File: src/rtl/bsrt_pkg.sv
// Shared constants, codes and command/status types of the radius search table.
package bsrt_pkg;

  // Store geometry
  localparam int CAPACITY   = 64;
  localparam int COORD_BITS = 16;
  localparam int IDX_W      = (CAPACITY > 1) ? $clog2(CAPACITY) : 1;
  localparam int CNT_W      = $clog2(CAPACITY + 1);

  // Field widths
  localparam int OP_W    = 2;
  localparam int COORD_W = 16;
  localparam int RAD_W   = 15;
  localparam int ID_W    = 6;
  localparam int ST_W    = 2;

  // Distance arithmetic widths
  localparam int DIFF_W = COORD_BITS + 1;
  localparam int CMP_W  = DIFF_W + RAD_W;
  localparam int SQ_W   = 2 * RAD_W;
  localparam int SUM_W  = SQ_W + 1;

  typedef enum logic [OP_W-1:0] {
    OP_ADD   = 2'd0,
    OP_GET   = 2'd1,
    OP_QUERY = 2'd2
  } bsrt_op_e;

  typedef enum logic [ST_W-1:0] {
    ST_OK   = 2'd0,
    ST_NONE = 2'd1,
    ST_FULL = 2'd2
  } bsrt_status_e;

  typedef enum logic [2:0] {
    S_IDLE,
    S_ADD,
    S_GET,
    S_GET_OUT,
    S_SCAN,
    S_DRAIN
  } bsrt_state_e;

  typedef struct packed {
    logic signed [COORD_BITS-1:0] x;
    logic signed [COORD_BITS-1:0] y;
  } bsrt_point_t;

  // Controller to datapath
  typedef struct packed {
    logic load;
    logic add_emit;
    logic get_read;
    logic get_emit;
    logic scan_issue;
    logic final_emit;
  } bsrt_cmd_t;

  // Datapath to controller
  typedef struct packed {
    logic id_hit;
    logic scan_end;
    logic pipe_empty;
    logic out_free;
  } bsrt_stat_t;

endpackage

File: src/rtl/bsrt_if.sv
// Request and result channel interfaces of the radius search table.
interface bsrt_in_if import bsrt_pkg::*; ();
  logic                      valid;
  logic                      ready;
  logic [OP_W-1:0]           op;
  logic signed [COORD_W-1:0] pos_x;
  logic signed [COORD_W-1:0] pos_y;
  logic [RAD_W-1:0]          search_radius;
  logic [ID_W-1:0]           query_id;

  modport source (output valid, op, pos_x, pos_y, search_radius, query_id, input ready);
  modport sink   (input valid, op, pos_x, pos_y, search_radius, query_id, output ready);
endinterface

interface bsrt_out_if import bsrt_pkg::*; ();
  logic                      valid;
  logic                      ready;
  logic [ST_W-1:0]           status;
  logic signed [COORD_W-1:0] point_x;
  logic signed [COORD_W-1:0] point_y;
  logic [ID_W-1:0]           point_id;
  logic                      last;

  modport source (output valid, status, point_x, point_y, point_id, last, input ready);
  modport sink   (input valid, status, point_x, point_y, point_id, last, output ready);
endinterface

File: src/rtl/beacon_radius_search_table_unit.sv
// Top level of the radius search table: sequencer plus datapath.
// Add: result registered from the add state; get by id: from the get or get-out state.
// Range query: the single read port of the point store scans one point per cycle, but
// a hit that must displace the pending one stalls the scan while the result slot is busy.
// One item is in work at a time; the next item is taken once the last result is registered.
// Reset clears the fill count and all control state; the store is not cleared.
module beacon_radius_search_table_unit import bsrt_pkg::*; (
  input  logic     clk_i,
  input  logic     rst_ni,
  bsrt_in_if.sink  in_i,
  bsrt_out_if.source out_o
);

  bsrt_cmd_t  cmd;
  bsrt_stat_t stat;

  bsrt_ctrl u_ctrl (
    .clk_i      (clk_i),
    .rst_ni     (rst_ni),
    .in_valid_i (in_i.valid),
    .in_op_i    (in_i.op),
    .in_ready_o (in_i.ready),
    .stat_i     (stat),
    .cmd_o      (cmd)
  );

  bsrt_datapath u_datapath (
    .clk_i           (clk_i),
    .rst_ni          (rst_ni),
    .pos_x_i         (in_i.pos_x),
    .pos_y_i         (in_i.pos_y),
    .search_radius_i (in_i.search_radius),
    .query_id_i      (in_i.query_id),
    .cmd_i           (cmd),
    .stat_o          (stat),
    .out_valid_o     (out_o.valid),
    .out_ready_i     (out_o.ready),
    .status_o        (out_o.status),
    .point_x_o       (out_o.point_x),
    .point_y_o       (out_o.point_y),
    .point_id_o      (out_o.point_id),
    .last_o          (out_o.last)
  );

endmodule

File: src/rtl/bsrt_ctrl.sv
// Operation sequencer of the radius search table.
module bsrt_ctrl import bsrt_pkg::*; (
  input  logic            clk_i,
  input  logic            rst_ni,
  input  logic            in_valid_i,
  input  logic [OP_W-1:0] in_op_i,
  output logic            in_ready_o,
  input  bsrt_stat_t      stat_i,
  output bsrt_cmd_t       cmd_o
);

  bsrt_state_e state_q, state_d;

  // Next state
  always_comb begin
    state_d = state_q;
    case (state_q)
      S_IDLE: begin
        if (in_valid_i) begin
          case (bsrt_op_e'(in_op_i))
            OP_ADD:   state_d = S_ADD;
            OP_GET:   state_d = S_GET;
            OP_QUERY: state_d = S_SCAN;
            default:  state_d = S_IDLE;
          endcase
        end
      end
      S_ADD: begin
        if (stat_i.out_free) state_d = S_IDLE;
      end
      S_GET: begin
        if (stat_i.id_hit) state_d = S_GET_OUT;
        else if (stat_i.out_free) state_d = S_IDLE;
      end
      S_GET_OUT: begin
        if (stat_i.out_free) state_d = S_IDLE;
      end
      S_SCAN: begin
        if (stat_i.scan_end) state_d = S_DRAIN;
      end
      S_DRAIN: begin
        if (stat_i.pipe_empty && stat_i.out_free) state_d = S_IDLE;
      end
      default: state_d = S_IDLE;
    endcase
  end

  // Outputs
  always_comb begin
    in_ready_o       = (state_q == S_IDLE);
    cmd_o            = '0;
    cmd_o.load       = (state_q == S_IDLE) && in_valid_i;
    cmd_o.add_emit   = (state_q == S_ADD) && stat_i.out_free;
    cmd_o.get_read   = (state_q == S_GET) && stat_i.id_hit;
    cmd_o.get_emit   = ((state_q == S_GET) && !stat_i.id_hit && stat_i.out_free) ||
                       ((state_q == S_GET_OUT) && stat_i.out_free);
    cmd_o.scan_issue = (state_q == S_SCAN) && !stat_i.scan_end;
    cmd_o.final_emit = (state_q == S_DRAIN) && stat_i.pipe_empty && stat_i.out_free;
  end

  // State register
  always_ff @(posedge clk_i or negedge rst_ni) begin
    if (!rst_ni) begin
      state_q <= S_IDLE;
    end else begin
      state_q <= state_d;
    end
  end

endmodule

File: src/rtl/bsrt_datapath.sv
// Point store, distance pipeline, pending-hit register and result register.
module bsrt_datapath import bsrt_pkg::*; (
  input  logic                      clk_i,
  input  logic                      rst_ni,
  input  logic signed [COORD_W-1:0] pos_x_i,
  input  logic signed [COORD_W-1:0] pos_y_i,
  input  logic [RAD_W-1:0]          search_radius_i,
  input  logic [ID_W-1:0]           query_id_i,
  input  bsrt_cmd_t                 cmd_i,
  output bsrt_stat_t                stat_o,
  output logic                      out_valid_o,
  input  logic                      out_ready_i,
  output logic [ST_W-1:0]           status_o,
  output logic signed [COORD_W-1:0] point_x_o,
  output logic signed [COORD_W-1:0] point_y_o,
  output logic [ID_W-1:0]           point_id_o,
  output logic                      last_o
);

  // Latched request
  logic signed [COORD_BITS-1:0] qx_q, qy_q;
  logic [RAD_W-1:0]             r_q;
  logic [SQ_W-1:0]              r2_q;
  logic [ID_W-1:0]              qid_q;

  // Store and counters
  bsrt_point_t    mem [CAPACITY];
  bsrt_point_t    rdata_q;
  logic [CNT_W-1:0] cnt_q, idx_q;

  // Pipeline
  logic             s1_v_q, s2_v_q, s3_v_q;
  logic [IDX_W-1:0] s1_id_q, s2_id_q, s3_id_q;
  bsrt_point_t      s2_pt_q, s3_pt_q;
  logic             s2_box_q, s3_box_q;
  logic [RAD_W-1:0] s2_ax_q, s2_ay_q;
  logic [SQ_W-1:0]  s3_sqx_q, s3_sqy_q;

  // Pending hit
  logic             pend_v_q;
  bsrt_point_t      pend_pt_q;
  logic [IDX_W-1:0] pend_id_q;

  // Result register
  logic                      out_v_q;
  logic [ST_W-1:0]           out_st_q;
  logic signed [COORD_W-1:0] out_x_q, out_y_q;
  logic [ID_W-1:0]           out_id_q;
  logic                      out_last_q;

  logic signed [DIFF_W-1:0] dx, dy;
  logic [DIFF_W-1:0]        ax, ay;
  logic                     box;
  logic [SUM_W-1:0]         dist2;
  logic                     s3_hit, out_free, pipe_en, push, rd_scan, mem_rd;
  logic                     full, id_hit;
  logic [IDX_W-1:0]         rd_addr;

  logic                      emit;
  bsrt_status_e              e_st;
  logic signed [COORD_W-1:0] e_x, e_y;
  logic [ID_W-1:0]           e_id;
  logic                      e_last;

  // Status toward the controller
  assign full     = (cnt_q == CNT_W'(CAPACITY));
  assign id_hit   = (CNT_W'(qid_q) < cnt_q);
  assign out_free = !out_v_q || out_ready_i;

  always_comb begin
    stat_o            = '0;
    stat_o.id_hit     = id_hit;
    stat_o.scan_end   = (idx_q == cnt_q);
    stat_o.pipe_empty = !s1_v_q && !s2_v_q && !s3_v_q;
    stat_o.out_free   = out_free;
  end

  // Stage 1: component distances and the box test
  always_comb begin
    dx  = DIFF_W'(rdata_q.x) - DIFF_W'(qx_q);
    dy  = DIFF_W'(rdata_q.y) - DIFF_W'(qy_q);
    ax  = dx[DIFF_W-1] ? DIFF_W'(-dx) : DIFF_W'(dx);
    ay  = dy[DIFF_W-1] ? DIFF_W'(-dy) : DIFF_W'(dy);
    box = (CMP_W'(ax) < CMP_W'(r_q)) && (CMP_W'(ay) < CMP_W'(r_q));
  end

  // Stage 3: squared distance against squared radius
  assign dist2  = SUM_W'(s3_sqx_q) + SUM_W'(s3_sqy_q);
  assign s3_hit = s3_v_q && s3_box_q && (dist2 < SUM_W'(r2_q));

  // Stall the scan only when a hit must displace the pending one and the result slot is busy
  assign pipe_en = !(s3_hit && pend_v_q && !out_free);
  assign push    = s3_hit && pend_v_q && out_free;
  assign rd_scan = cmd_i.scan_issue && pipe_en;
  assign mem_rd  = rd_scan || cmd_i.get_read;
  assign rd_addr = cmd_i.get_read ? qid_q[IDX_W-1:0] : idx_q[IDX_W-1:0];

  // Select the result to emit
  always_comb begin
    emit   = 1'b0;
    e_st   = ST_NONE;
    e_x    = '0;
    e_y    = '0;
    e_id   = '0;
    e_last = 1'b1;
    if (cmd_i.add_emit) begin
      emit = 1'b1;
      if (full) begin
        e_st = ST_FULL;
      end else begin
        e_st = ST_OK;
        e_x  = COORD_W'(qx_q);
        e_y  = COORD_W'(qy_q);
        e_id = ID_W'(cnt_q);
      end
    end else if (cmd_i.get_emit) begin
      emit = 1'b1;
      if (id_hit) begin
        e_st = ST_OK;
        e_x  = COORD_W'(rdata_q.x);
        e_y  = COORD_W'(rdata_q.y);
        e_id = qid_q;
      end
    end else if (cmd_i.final_emit) begin
      emit = 1'b1;
      if (pend_v_q) begin
        e_st = ST_OK;
        e_x  = COORD_W'(pend_pt_q.x);
        e_y  = COORD_W'(pend_pt_q.y);
        e_id = ID_W'(pend_id_q);
      end
    end else if (push) begin
      emit   = 1'b1;
      e_st   = ST_OK;
      e_x    = COORD_W'(pend_pt_q.x);
      e_y    = COORD_W'(pend_pt_q.y);
      e_id   = ID_W'(pend_id_q);
      e_last = 1'b0;
    end
  end

  // Point store: one write port, one registered read port
  always_ff @(posedge clk_i) begin
    if (cmd_i.add_emit && !full) begin
      mem[cnt_q[IDX_W-1:0]] <= '{x: qx_q, y: qy_q};
    end
    if (mem_rd) begin
      rdata_q <= mem[rd_addr];
    end
  end

  // Latch the request and keep the squared radius
  always_ff @(posedge clk_i) begin
    if (cmd_i.load) begin
      qx_q  <= COORD_BITS'(pos_x_i);
      qy_q  <= COORD_BITS'(pos_y_i);
      r_q   <= search_radius_i;
      qid_q <= query_id_i;
    end
    r2_q <= SQ_W'(r_q) * SQ_W'(r_q);
  end

  // Pipeline payload
  always_ff @(posedge clk_i) begin
    if (rd_scan) begin
      s1_id_q <= idx_q[IDX_W-1:0];
    end
    if (pipe_en) begin
      s2_id_q  <= s1_id_q;
      s2_pt_q  <= rdata_q;
      s2_box_q <= box;
      s2_ax_q  <= RAD_W'(ax);
      s2_ay_q  <= RAD_W'(ay);
      s3_id_q  <= s2_id_q;
      s3_pt_q  <= s2_pt_q;
      s3_box_q <= s2_box_q;
      s3_sqx_q <= SQ_W'(s2_ax_q) * SQ_W'(s2_ax_q);
      s3_sqy_q <= SQ_W'(s2_ay_q) * SQ_W'(s2_ay_q);
    end
    if (pipe_en && s3_hit) begin
      pend_pt_q <= s3_pt_q;
      pend_id_q <= s3_id_q;
    end
    if (emit) begin
      out_st_q   <= e_st;
      out_x_q    <= e_x;
      out_y_q    <= e_y;
      out_id_q   <= e_id;
      out_last_q <= e_last;
    end
  end

  // Control state
  always_ff @(posedge clk_i or negedge rst_ni) begin
    if (!rst_ni) begin
      cnt_q    <= '0;
      idx_q    <= '0;
      s1_v_q   <= 1'b0;
      s2_v_q   <= 1'b0;
      s3_v_q   <= 1'b0;
      pend_v_q <= 1'b0;
      out_v_q  <= 1'b0;
    end else begin
      if (cmd_i.add_emit && !full) begin
        cnt_q <= cnt_q + CNT_W'(1);
      end
      if (cmd_i.load) begin
        idx_q <= '0;
      end else if (rd_scan) begin
        idx_q <= idx_q + CNT_W'(1);
      end
      if (pipe_en) begin
        s1_v_q <= rd_scan;
        s2_v_q <= s1_v_q;
        s3_v_q <= s2_v_q;
      end
      if (cmd_i.load || cmd_i.final_emit) begin
        pend_v_q <= 1'b0;
      end else if (pipe_en && s3_hit) begin
        pend_v_q <= 1'b1;
      end
      if (emit) begin
        out_v_q <= 1'b1;
      end else if (out_ready_i) begin
        out_v_q <= 1'b0;
      end
    end
  end

  assign out_valid_o = out_v_q;
  assign status_o    = out_st_q;
  assign point_x_o   = out_x_q;
  assign point_y_o   = out_y_q;
  assign point_id_o  = out_id_q;
  assign last_o      = out_last_q;

`ifndef ASSERT_OFF
  // Never overwrite a result that is still waiting
  a_emit_free: assert property (@(posedge clk_i) disable iff (!rst_ni)
    emit |-> out_free) else $error("result emitted into a busy slot");

  // The scan never runs past the fill count
  a_idx_range: assert property (@(posedge clk_i) disable iff (!rst_ni)
    idx_q <= cnt_q) else $error("scan index beyond fill count");

  // A full store keeps its count
  a_full_hold: assert property (@(posedge clk_i) disable iff (!rst_ni)
    (cmd_i.add_emit && full) |=> (cnt_q == $past(cnt_q)))
    else $error("count changed on a full add");

  // The closing result waits for the pipeline to drain
  a_final_empty: assert property (@(posedge clk_i) disable iff (!rst_ni)
    cmd_i.final_emit |-> (!s1_v_q && !s2_v_q && !s3_v_q))
    else $error("closing result with hits still in flight");
`endif

endmodule

File: src/flat_wrapper.sv
// flat-port wrapper written by rule: the top's interface ports become plain ports
module beacon_radius_search_table_unit_flat import bsrt_pkg::*;
  (clk_i, rst_ni, in_i_valid, in_i_op, in_i_pos_x, in_i_pos_y, in_i_search_radius, in_i_query_id, in_i_ready, out_o_valid, out_o_status, out_o_point_x, out_o_point_y, out_o_point_id, out_o_last, out_o_ready);
  bsrt_in_if in_i_i ();
  bsrt_out_if out_o_i ();
  input  logic clk_i;
  input  logic rst_ni;
  input wire logic [$bits(in_i_i.valid)-1:0] in_i_valid;
  input wire logic [$bits(in_i_i.op)-1:0] in_i_op;
  input wire logic [$bits(in_i_i.pos_x)-1:0] in_i_pos_x;
  input wire logic [$bits(in_i_i.pos_y)-1:0] in_i_pos_y;
  input wire logic [$bits(in_i_i.search_radius)-1:0] in_i_search_radius;
  input wire logic [$bits(in_i_i.query_id)-1:0] in_i_query_id;
  output wire logic [$bits(in_i_i.ready)-1:0] in_i_ready;
  output wire logic [$bits(out_o_i.valid)-1:0] out_o_valid;
  output wire logic [$bits(out_o_i.status)-1:0] out_o_status;
  output wire logic [$bits(out_o_i.point_x)-1:0] out_o_point_x;
  output wire logic [$bits(out_o_i.point_y)-1:0] out_o_point_y;
  output wire logic [$bits(out_o_i.point_id)-1:0] out_o_point_id;
  output wire logic [$bits(out_o_i.last)-1:0] out_o_last;
  input wire logic [$bits(out_o_i.ready)-1:0] out_o_ready;
  assign in_i_i.valid = in_i_valid;
  assign in_i_i.op = in_i_op;
  assign in_i_i.pos_x = in_i_pos_x;
  assign in_i_i.pos_y = in_i_pos_y;
  assign in_i_i.search_radius = in_i_search_radius;
  assign in_i_i.query_id = in_i_query_id;
  assign in_i_ready = in_i_i.ready;
  assign out_o_valid = out_o_i.valid;
  assign out_o_status = out_o_i.status;
  assign out_o_point_x = out_o_i.point_x;
  assign out_o_point_y = out_o_i.point_y;
  assign out_o_point_id = out_o_i.point_id;
  assign out_o_last = out_o_i.last;
  assign out_o_i.ready = out_o_ready;
  beacon_radius_search_table_unit u_core (.clk_i(clk_i), .rst_ni(rst_ni), .in_i(in_i_i), .out_o(out_o_i));
endmodule
File: config.mk
export PLATFORM = sky130hd
export DESIGN_NAME = beacon_radius_search_table_unit_flat
export DESIGN_NICKNAME = d
export VERILOG_FILES = /design/src/rtl/bsrt_pkg.sv /design/src/rtl/bsrt_if.sv /design/src/rtl/beacon_radius_search_table_unit.sv /design/src/rtl/bsrt_ctrl.sv /design/src/rtl/bsrt_datapath.sv /design/src/flat_wrapper.sv
export SDC_FILE = /design/constraint.sdc
export NUM_CORES = 2
export LEC_CHECK = 0
export BUFFER_PORTS_ARGS = -buffer_cell sky130_fd_sc_hd__buf_2
export CORE_UTILIZATION = 50
export CTS_BUF_LIST = sky130_fd_sc_hd__clkbuf_4 sky130_fd_sc_hd__clkbuf_8
export CTS_CLUSTER_DIAMETER = 60
export DETAILED_ROUTE_END_ITERATION = 16
export MAX_ROUTING_LAYER = met4
export PLACE_DENSITY = 0.7
export REMOVE_ABC_BUFFERS = 1
export SYNTH_ARGS = -nofsm -noshare
export SYNTH_HDL_FRONTEND = slang
export SYNTH_HIERARCHICAL = 1
export SYNTH_SLANG_ARGS = --single-unit
export TNS_END_PERCENT = 1
File: constraint.sdc
create_clock -name clk_i -period 11 [get_ports clk_i]
set_clock_uncertainty 0.15 [all_clocks]
set_input_delay 1.1 -clock clk_i [delete_from_list [all_inputs] [get_ports clk_i]]
set_output_delay 1.1 -clock clk_i [all_outputs]
set_load 0.02 [all_outputs]
-- Word level (Yosys, flattened, before mapping)
Memories as Yosys holds them, arrays and structs flattened. A register that Yosys moved wholly into a read port is not among the register bits.
Cells that the tools add are included.
Widths: inputs -> output; s select.
- flip-flop bits (word level): 358
- bits in writable memories: 2048
- bits of input ports: 59
- output and inout port bits: 43
- word-level logic and storage cells: 154
- memories: 1
- add/subtract/negate cells: 7
- multiply operators: 3
- $lt $le $gt $ge: 4
- eq/ne operators: 12
- mux-type cells: 51
- reduce and logical (&&, ||, !) cells: 42
- memory list (name ; words ; width ; rd ports ; clocked after memory_dff ; write ports ; RTL line ; source):
    u_core.u_datapath.mem ; 64 ; 32 ; 1 ; 1 ; 1 ; bsrt_datapath.sv:27 ; bsrt_point_t mem [CAPACITY];
- operators with widths (kind ; count):
    $mux 16 ; 14
    $mul 15x15->30 ; 3
    $mux 6 ; 8
    $lt 17x15->1 ; 2
    $mux 17 ; 2
    $neg 17->17 ; 2
    $sub 16x16->17 ; 2
    $add 30x30->31 ; 1
    $lt 31x30->1 ; 1
    $logic_and 1x1->1 ; 21
    $mux 3 ; 5
    $pmux 3 s5 ; 1
    $add 7x1->7 const B ; 2
    $mux 1 ; 14
    $mux 7 ; 2
    $logic_not 1->1 ; 9
    $pmux 3 s3 ; 1
    $mux 2 ; 4
    $eq 7x7->1 ; 1
    $eq 7x7->1 const B ; 1
    $lt 6x7->1 ; 1
    $eq 3x2->1 const B ; 2
    $eq 3x3->1 const B ; 2
    $ne 2x2->1 const B ; 3
    10 further kinds ; 15

-- Logic depth before layout (Yosys ltp)
- depth in word-level cells: 10
- mapped depth: 26
- mapped depth without buffers: 25

-- Cells and area by module
Netlist, hierarchy kept.
- modules (own cells, without submodules) (module ; times used ; cells each ; area an instance (um2)):
    bsrt_datapath ; 1 ; 7048 ; 114058.1
    bsrt_ctrl ; 1 ; 36 ; 276.5

-- Least setup slack after synthesis
No wires, ideal clock.
- kind: reg-to-reg
- start: register u_core.u_datapath.s3_sqx_q[3]
- end: register u_core.u_datapath.s2_v_q
- data arrival time: 9.620 ns
- required time: 10.695 ns
- setup slack: 1.075 ns
- cell stages (with the launch flop): 22
- period minus slack after synthesis: 9.925 ns
- path through: edfxtp_1 -> ha_1 -> a21oi_1 -> o21bai_1 -> a21o_1 -> a311oi_1 -> nor2_1 -> o311ai_0 -> o21ai_0 -> a31oi_1 -> xnor2_1 -> ha_1 -> a21o_1 -> a21o_1 -> a21o_1 -> a21oi_1 -> nor2b_1 -> o21ai_0 -> o211ai_1 -> nor3_1 -> nand3_1 -> mux2_2
- cells in the longest elaborated chain, start to end: 5
- RTL lines (item ; RTL line ; source):
    start: declaration ; bsrt_datapath.sv:37 ; logic [SQ_W-1:0] s3_sqx_q, s3_sqy_q;
    start signal: assignment ; bsrt_datapath.sv:177 ; s3_sqx_q <= SQ_W'(s2_ax_q) * SQ_W'(s2_ax_q);
    $add 30x30->31 ; bsrt_datapath.sv:88 ; assign dist2 = SUM_W'(s3_sqx_q) + SUM_W'(s3_sqy_q);
    $lt 31x30->1 ; bsrt_datapath.sv:89 ; assign s3_hit = s3_v_q && s3_box_q && (dist2 < SUM_W'(r2_q));
    $logic_and 1x1->1 ; bsrt_datapath.sv:89 ;
    $logic_and 1x1->1 (2 in a row) ; bsrt_datapath.sv:92 ; assign pipe_en = !(s3_hit && pend_v_q && !out_free);
    end signal: assignment ; bsrt_datapath.sv:214 ; s2_v_q <= s1_v_q;
    end: declaration ; bsrt_datapath.sv:32 ; logic s1_v_q, s2_v_q, s3_v_q;
Every way passes these cells.
A chain may end at the register's enable or synchronous reset.

-- Worst setup path in the final report
- start: register u_core.u_datapath.s3_sqx_q[3]
- end: register u_core.u_datapath.out_x_q[2] (netlist: u_core/u_datapath/point_x_o[2]), enable pin
- cells in the longest elaborated chain, start to end: 9
- RTL lines (item ; RTL line ; source):
    $add 30x30->31 ; bsrt_datapath.sv:88 ;
    $lt 31x30->1 ; bsrt_datapath.sv:89 ;
    $logic_and 1x1->1 ; bsrt_datapath.sv:89 ;
    $logic_and 1x1->1 (2 in a row) ; bsrt_datapath.sv:93 ; assign push = s3_hit && pend_v_q && out_free;
    $mux 1 ; bsrt_datapath.sv:132 ; end else if (push) begin
    $mux 1 ; bsrt_datapath.sv:124 ; end else if (cmd_i.final_emit) begin
    $mux 1 ; bsrt_datapath.sv:116 ; end else if (cmd_i.get_emit) begin
    $mux 1 ; bsrt_datapath.sv:106 ; if (cmd_i.add_emit) begin
    via u_core.u_datapath.emit ; bsrt_datapath.sv:59 ; logic emit;
    end signal: assignment ; bsrt_datapath.sv:186 ; out_x_q <= e_x;
    end: declaration ; bsrt_datapath.sv:47 ; logic signed [COORD_W-1:0] out_x_q, out_y_q;
The timed path passes the listed nets, and every way through them passes these cells.

==> metrics.json <==
{
  "pin_count": 102,
  "netlist_instances": 7084,
  "cts_hold_buffers": 2,
  "end_kind": "flip-flop",
  "die_height_um": 480,
  "dp.final_hpwl_mm": 177,
  "worst-slew-pin-transition_ps": 1270,
  "final.min_clock_period_ps": 7370,
  "synth-warning-count": 6,
  "final.setup.worst_slack_ps": 3630,
  "outcome": "finished, final reports clean",
  "yosys.cell_count.top_type": "sky130_fd_sc_hd__edfxtp_1",
  "syn2layout_area_growth_pct": 10.8,
  "insertion_delay_ps": 1090,
  "post-cts-setup-buffer-count": 0,
  "final_max_slew_viol_count": 0,
  "largest_stage_delay_worst_path_ps": 760,
  "worstPathMaxFanout": 32,
  "number_of_placed_instances_with_taps_included": 10100,
  "coreArea_sq_um": 227000,
  "cts_resized": 0,
  "ys_async_sr_fraction_pct": 0.903,
  "floorplan.initialDensity_pct": 50.3,
  "routed_wire_length_per_instance_um": 27.2,
  "synth_top_flop_cell": "sky130_fd_sc_hd__edfxtp_1",
  "die_width_um": 480,
  "cts.htree.levels": 5,
  "first_iter_violations": 7351,
  "groute.layer.met2.usage_pct": 41.5,
  "worst_setup_hold_path_clk_slew_ps": 60,
  "busiest_layer": "met2",
  "post_route_cells_drive_above_1_share_pct": 19.0,
  "antenna_found_initial": 15,
  "hold_path.class": "in -> reg",
  "totalWireLength_mm": 292,
  "cp_data_required_time_ps": 11470,
  "num-nets-final": 8315,
  "grt-ovfl-total": 0,
  "synth_area_leaders": "sky130_fd_sc_hd__edfxtp_1, sky130_fd_sc_hd__mux4_2, sky130_fd_sc_hd__fa_1, sky130_fd_sc_hd__ha_1, sky130_fd_sc_hd__nand2_1",
  "maxCapViolCount": 0,
  "cts.sinks": 2435,
  "worstSetupStartpoint": "u_core/u_datapath/s3_sqx_q[3]",
  "post_drt_via_cell_ratio": 5.98,
  "largest_net_degree_at_the_start_of_global_routing": 133,
  "timing.fmax_mhz": 136,
  "ys_seq_area_share_pct": 63.6,
  "port_buffers": 101,
  "worst-path-buf-inv": 1,
  "ys_ff_latch": 2435,
  "cpMaxStageDelayCell": "sky130_fd_sc_hd__o311ai_0",
  "groute.layer.met1.usage_pct": 34.0,
  "placement_rows": 175,
  "cts_inserted_buffers": 389,
  "synth_cell_types": 86,
  "design.die.area_sq_um": 231000,
  "final-hold-violation-count": 0,
  "first_global_vias": 66100,
  "wire_length_of_the_first_global_routing_pass_mm": 430,
  "netlist.top_cell.by_area": "sky130_fd_sc_hd__edfxtp_1",
  "worst_slew_margin_rel_pct": 15.4,
  "dr.pass1.iters": 5,
  "drcViolationCount": 0,
  "clock_tree.root_cell": "sky130_fd_sc_hd__clkbuf_8",
  "worst_path_dominant_cell_family": "compound AO/OA/AOI/OAI gates",
  "finalSetupViolations": 0,
  "crit_path_cell_trace": "ha_1, a21oi_1, o21bai_1, a21o_1, a311oi_1, nor2_1, o311ai_0, o21ai_0, a31oi_1, xnor2_1, ha_1, a21o_1, a21o_1, a21o_1, a21oi_1, nor2b_1, o21ai_0, o211ai_1, nor3_1, and3_1, nand2b_2, buf_4",
  "netlist.area_leader.share_pct": 62.6,
  "worstHoldStart": "in_i_query_id[1]",
  "final.period_utilization_pct": 67.0,
  "edff_count_synth": 2384,
  "number_of_standard_cells_in_the_final_layout_excluding_fillers": 10700,
  "cts_tree": "yes",
  "syn-mean-instance-area_sq_um": 16.1,
  "grt_util_met3_pct": 4.49,
  "placement.setup.worst_slack_ps": 3730,
  "vias": 64200,
  "gpl.final_weighted_congestion": 0.899,
  "worstReg2RegStart": "u_core/u_datapath/s3_sqx_q[3]",
  "synth.cells.most_frequent": "sky130_fd_sc_hd__edfxtp_1, sky130_fd_sc_hd__nand2_1, sky130_fd_sc_hd__inv_1, sky130_fd_sc_hd__mux4_2, sky130_fd_sc_hd__fa_1",
  "fillerInstances": 17500,
  "timing_worst_setup_path_type": "reg -> reg",
  "antenna_left": 0,
  "critical_path.most_common_cell": "sky130_fd_sc_hd__a21o_1",
  "netlist_area_sq_um": 114000,
  "timing.critical_path.arrival_ps": 7840,
  "start_kind": "flip-flop",
  "setup_repair_after_global_routing_missed_its_margin": "false",
  "grt.total_usage_pct": 26.4,
  "cts_max_path_buffers": 4
}
-- sequential cells by signal, summed over array words and instances (netlist names), 7 cells and up --
name and count:
u_core/u_datapath/mem 2048, u_core/u_datapath/pend_pt_q 32, u_core/u_datapath/rdata_q 32, u_core/u_datapath/s2_pt_q 32, u_core/u_datapath/s3_pt_q 32, u_core/u_datapath/r2_q 29
u_core/u_datapath/s3_sqx_q 29, u_core/u_datapath/s3_sqy_q 29, u_core/u_datapath/point_x_o 16, u_core/u_datapath/point_y_o 16, u_core/u_datapath/qx_q 16, u_core/u_datapath/qy_q 16
u_core/u_datapath/r_q 15, u_core/u_datapath/s2_ax_q 15, u_core/u_datapath/s2_ay_q 15, u_core/u_datapath/cnt_q 7, u_core/u_datapath/idx_q 7
-- layout make-up --
class                      count  area (sq um)  area share (%)
inverter                     708          2660            2.10
antenna                       12          30.0          0.0237
clock buffer                 524          6440            5.09
timing repair buffer         262          1880            1.49
sequential                  2435         72700            57.4
multi-input combinational   3645         38400            30.3
tap                         3009          3760            2.97
clock inverter               140           821           0.648
-- routing by layer --
| layer | vias up | part of all wire [%] |
|---|---|---|
| li1 | 27100 | - |
| met1 | 33100 | 38 |
| met2 | 3335 | 48 |
| met3 | 593 | 9.8 |
| met4 | 0 | 4.7 |
| met5 | - | 0 |
-- layout by cell type (no fill, tap or decap), types with 37 or more instances in the layout --
cell | synthesis | layout
sky130_fd_sc_hd__nor2b_1 | 40 | 38
sky130_fd_sc_hd__a21o_1 | 71 | 71
sky130_fd_sc_hd__a221o_1 | 37 | 37
sky130_fd_sc_hd__and3_1 | 107 | 106
sky130_fd_sc_hd__inv_1 | 704 | 704
sky130_fd_sc_hd__nor3_1 | 72 | 71
sky130_fd_sc_hd__o21ai_0 | 58 | 58
sky130_fd_sc_hd__nor2_1 | 209 | 144
sky130_fd_sc_hd__edfxtp_1 | 2384 | 2384
sky130_fd_sc_hd__xnor2_1 | 136 | 136
sky130_fd_sc_hd__and2_1 | 122 | 121
sky130_fd_sc_hd__a21oi_1 | 137 | 137
sky130_fd_sc_hd__buf_4 | 2 | 146
sky130_fd_sc_hd__fa_1 | 409 | 409
sky130_fd_sc_hd__a31oi_1 | 56 | 56
sky130_fd_sc_hd__nand3_1 | 139 | 138
sky130_fd_sc_hd__clkinv_1 | 3 | 92
sky130_fd_sc_hd__clkbuf_8 | 0 | 401
sky130_fd_sc_hd__buf_2 | 58 | 101
sky130_fd_sc_hd__a311oi_1 | 93 | 93
sky130_fd_sc_hd__xor2_1 | 52 | 52
sky130_fd_sc_hd__nand2_1 | 758 | 758
sky130_fd_sc_hd__mux4_2 | 512 | 512
sky130_fd_sc_hd__nor2_4 | 0 | 64
sky130_fd_sc_hd__ha_1 | 406 | 406
sky130_fd_sc_hd__clkbuf_4 | 0 | 123
-- metrics by stage --
stage               util [%]  hold WS (ps)  cell area (sq um)   TNS, ps
floorplan                  -           250             113000  -1332420
global placement        52.5           250             119000         0
detailed placement      52.5           255             119000         0
CTS                     55.7          13.7             127000         0
global route            55.7          33.2             127000         0
finish                  55.7          81.0             127000         0
-- cell families after synthesis --
kind of cell             count (synthesis)  share of synthesized area, %
flip-flops                            2435                          63.6
AND/OR/NAND/NOR                       1527                          6.07
buffers and inverters                 1004                          3.37
AO/OA/AOI/OAI                          581                          3.61
multiplexers                           534                          10.3
adder cells (fa/ha/maj)                815                          11.6
XOR/XNOR                               188                          1.44
-- path summary, 6_finish.rpt --
path / to / slack (ps) / cells past startpoint
max: u_core/u_datapath/point_x_o[2] / 3630 / 22
min: u_core/u_datapath/qid_q[1] / 80 / 1
max reg2reg: u_core/u_datapath/point_x_o[2] / 3630 / 22
min reg2reg: u_core/u_datapath/pend_id_q[0] / 220 / 0
max in group asynchronous: u_core/u_datapath/s3_v_q / 9740 / 2
min in group asynchronous: u_core/u_ctrl/state_q[1] / 460 / 2
-- worst register-to-register path, cell delays in order, from the launching register on --
cell,delay [ps]
sky130_fd_sc_hd__edfxtp_1,370
sky130_fd_sc_hd__ha_1,330
sky130_fd_sc_hd__a21oi_1,220
sky130_fd_sc_hd__o21bai_1,150
sky130_fd_sc_hd__a21o_1,210
sky130_fd_sc_hd__a311oi_1,450
sky130_fd_sc_hd__nor2_1,170
sky130_fd_sc_hd__o311ai_0,760
sky130_fd_sc_hd__o21ai_0,440
sky130_fd_sc_hd__a31oi_1,310
sky130_fd_sc_hd__xnor2_1,160
sky130_fd_sc_hd__ha_1,270
sky130_fd_sc_hd__a21o_1,160
sky130_fd_sc_hd__a21o_1,170
sky130_fd_sc_hd__a21o_1,170
sky130_fd_sc_hd__a21oi_1,140
sky130_fd_sc_hd__nor2b_1,60
sky130_fd_sc_hd__o21ai_0,200
sky130_fd_sc_hd__o211ai_1,410
sky130_fd_sc_hd__nor3_1,580
sky130_fd_sc_hd__and3_1,290
sky130_fd_sc_hd__nand2b_2,300
sky130_fd_sc_hd__buf_4,480
Power is not shown: default switching activity piles up to over one toggle a cycle in this logic, so the estimate is an artifact.
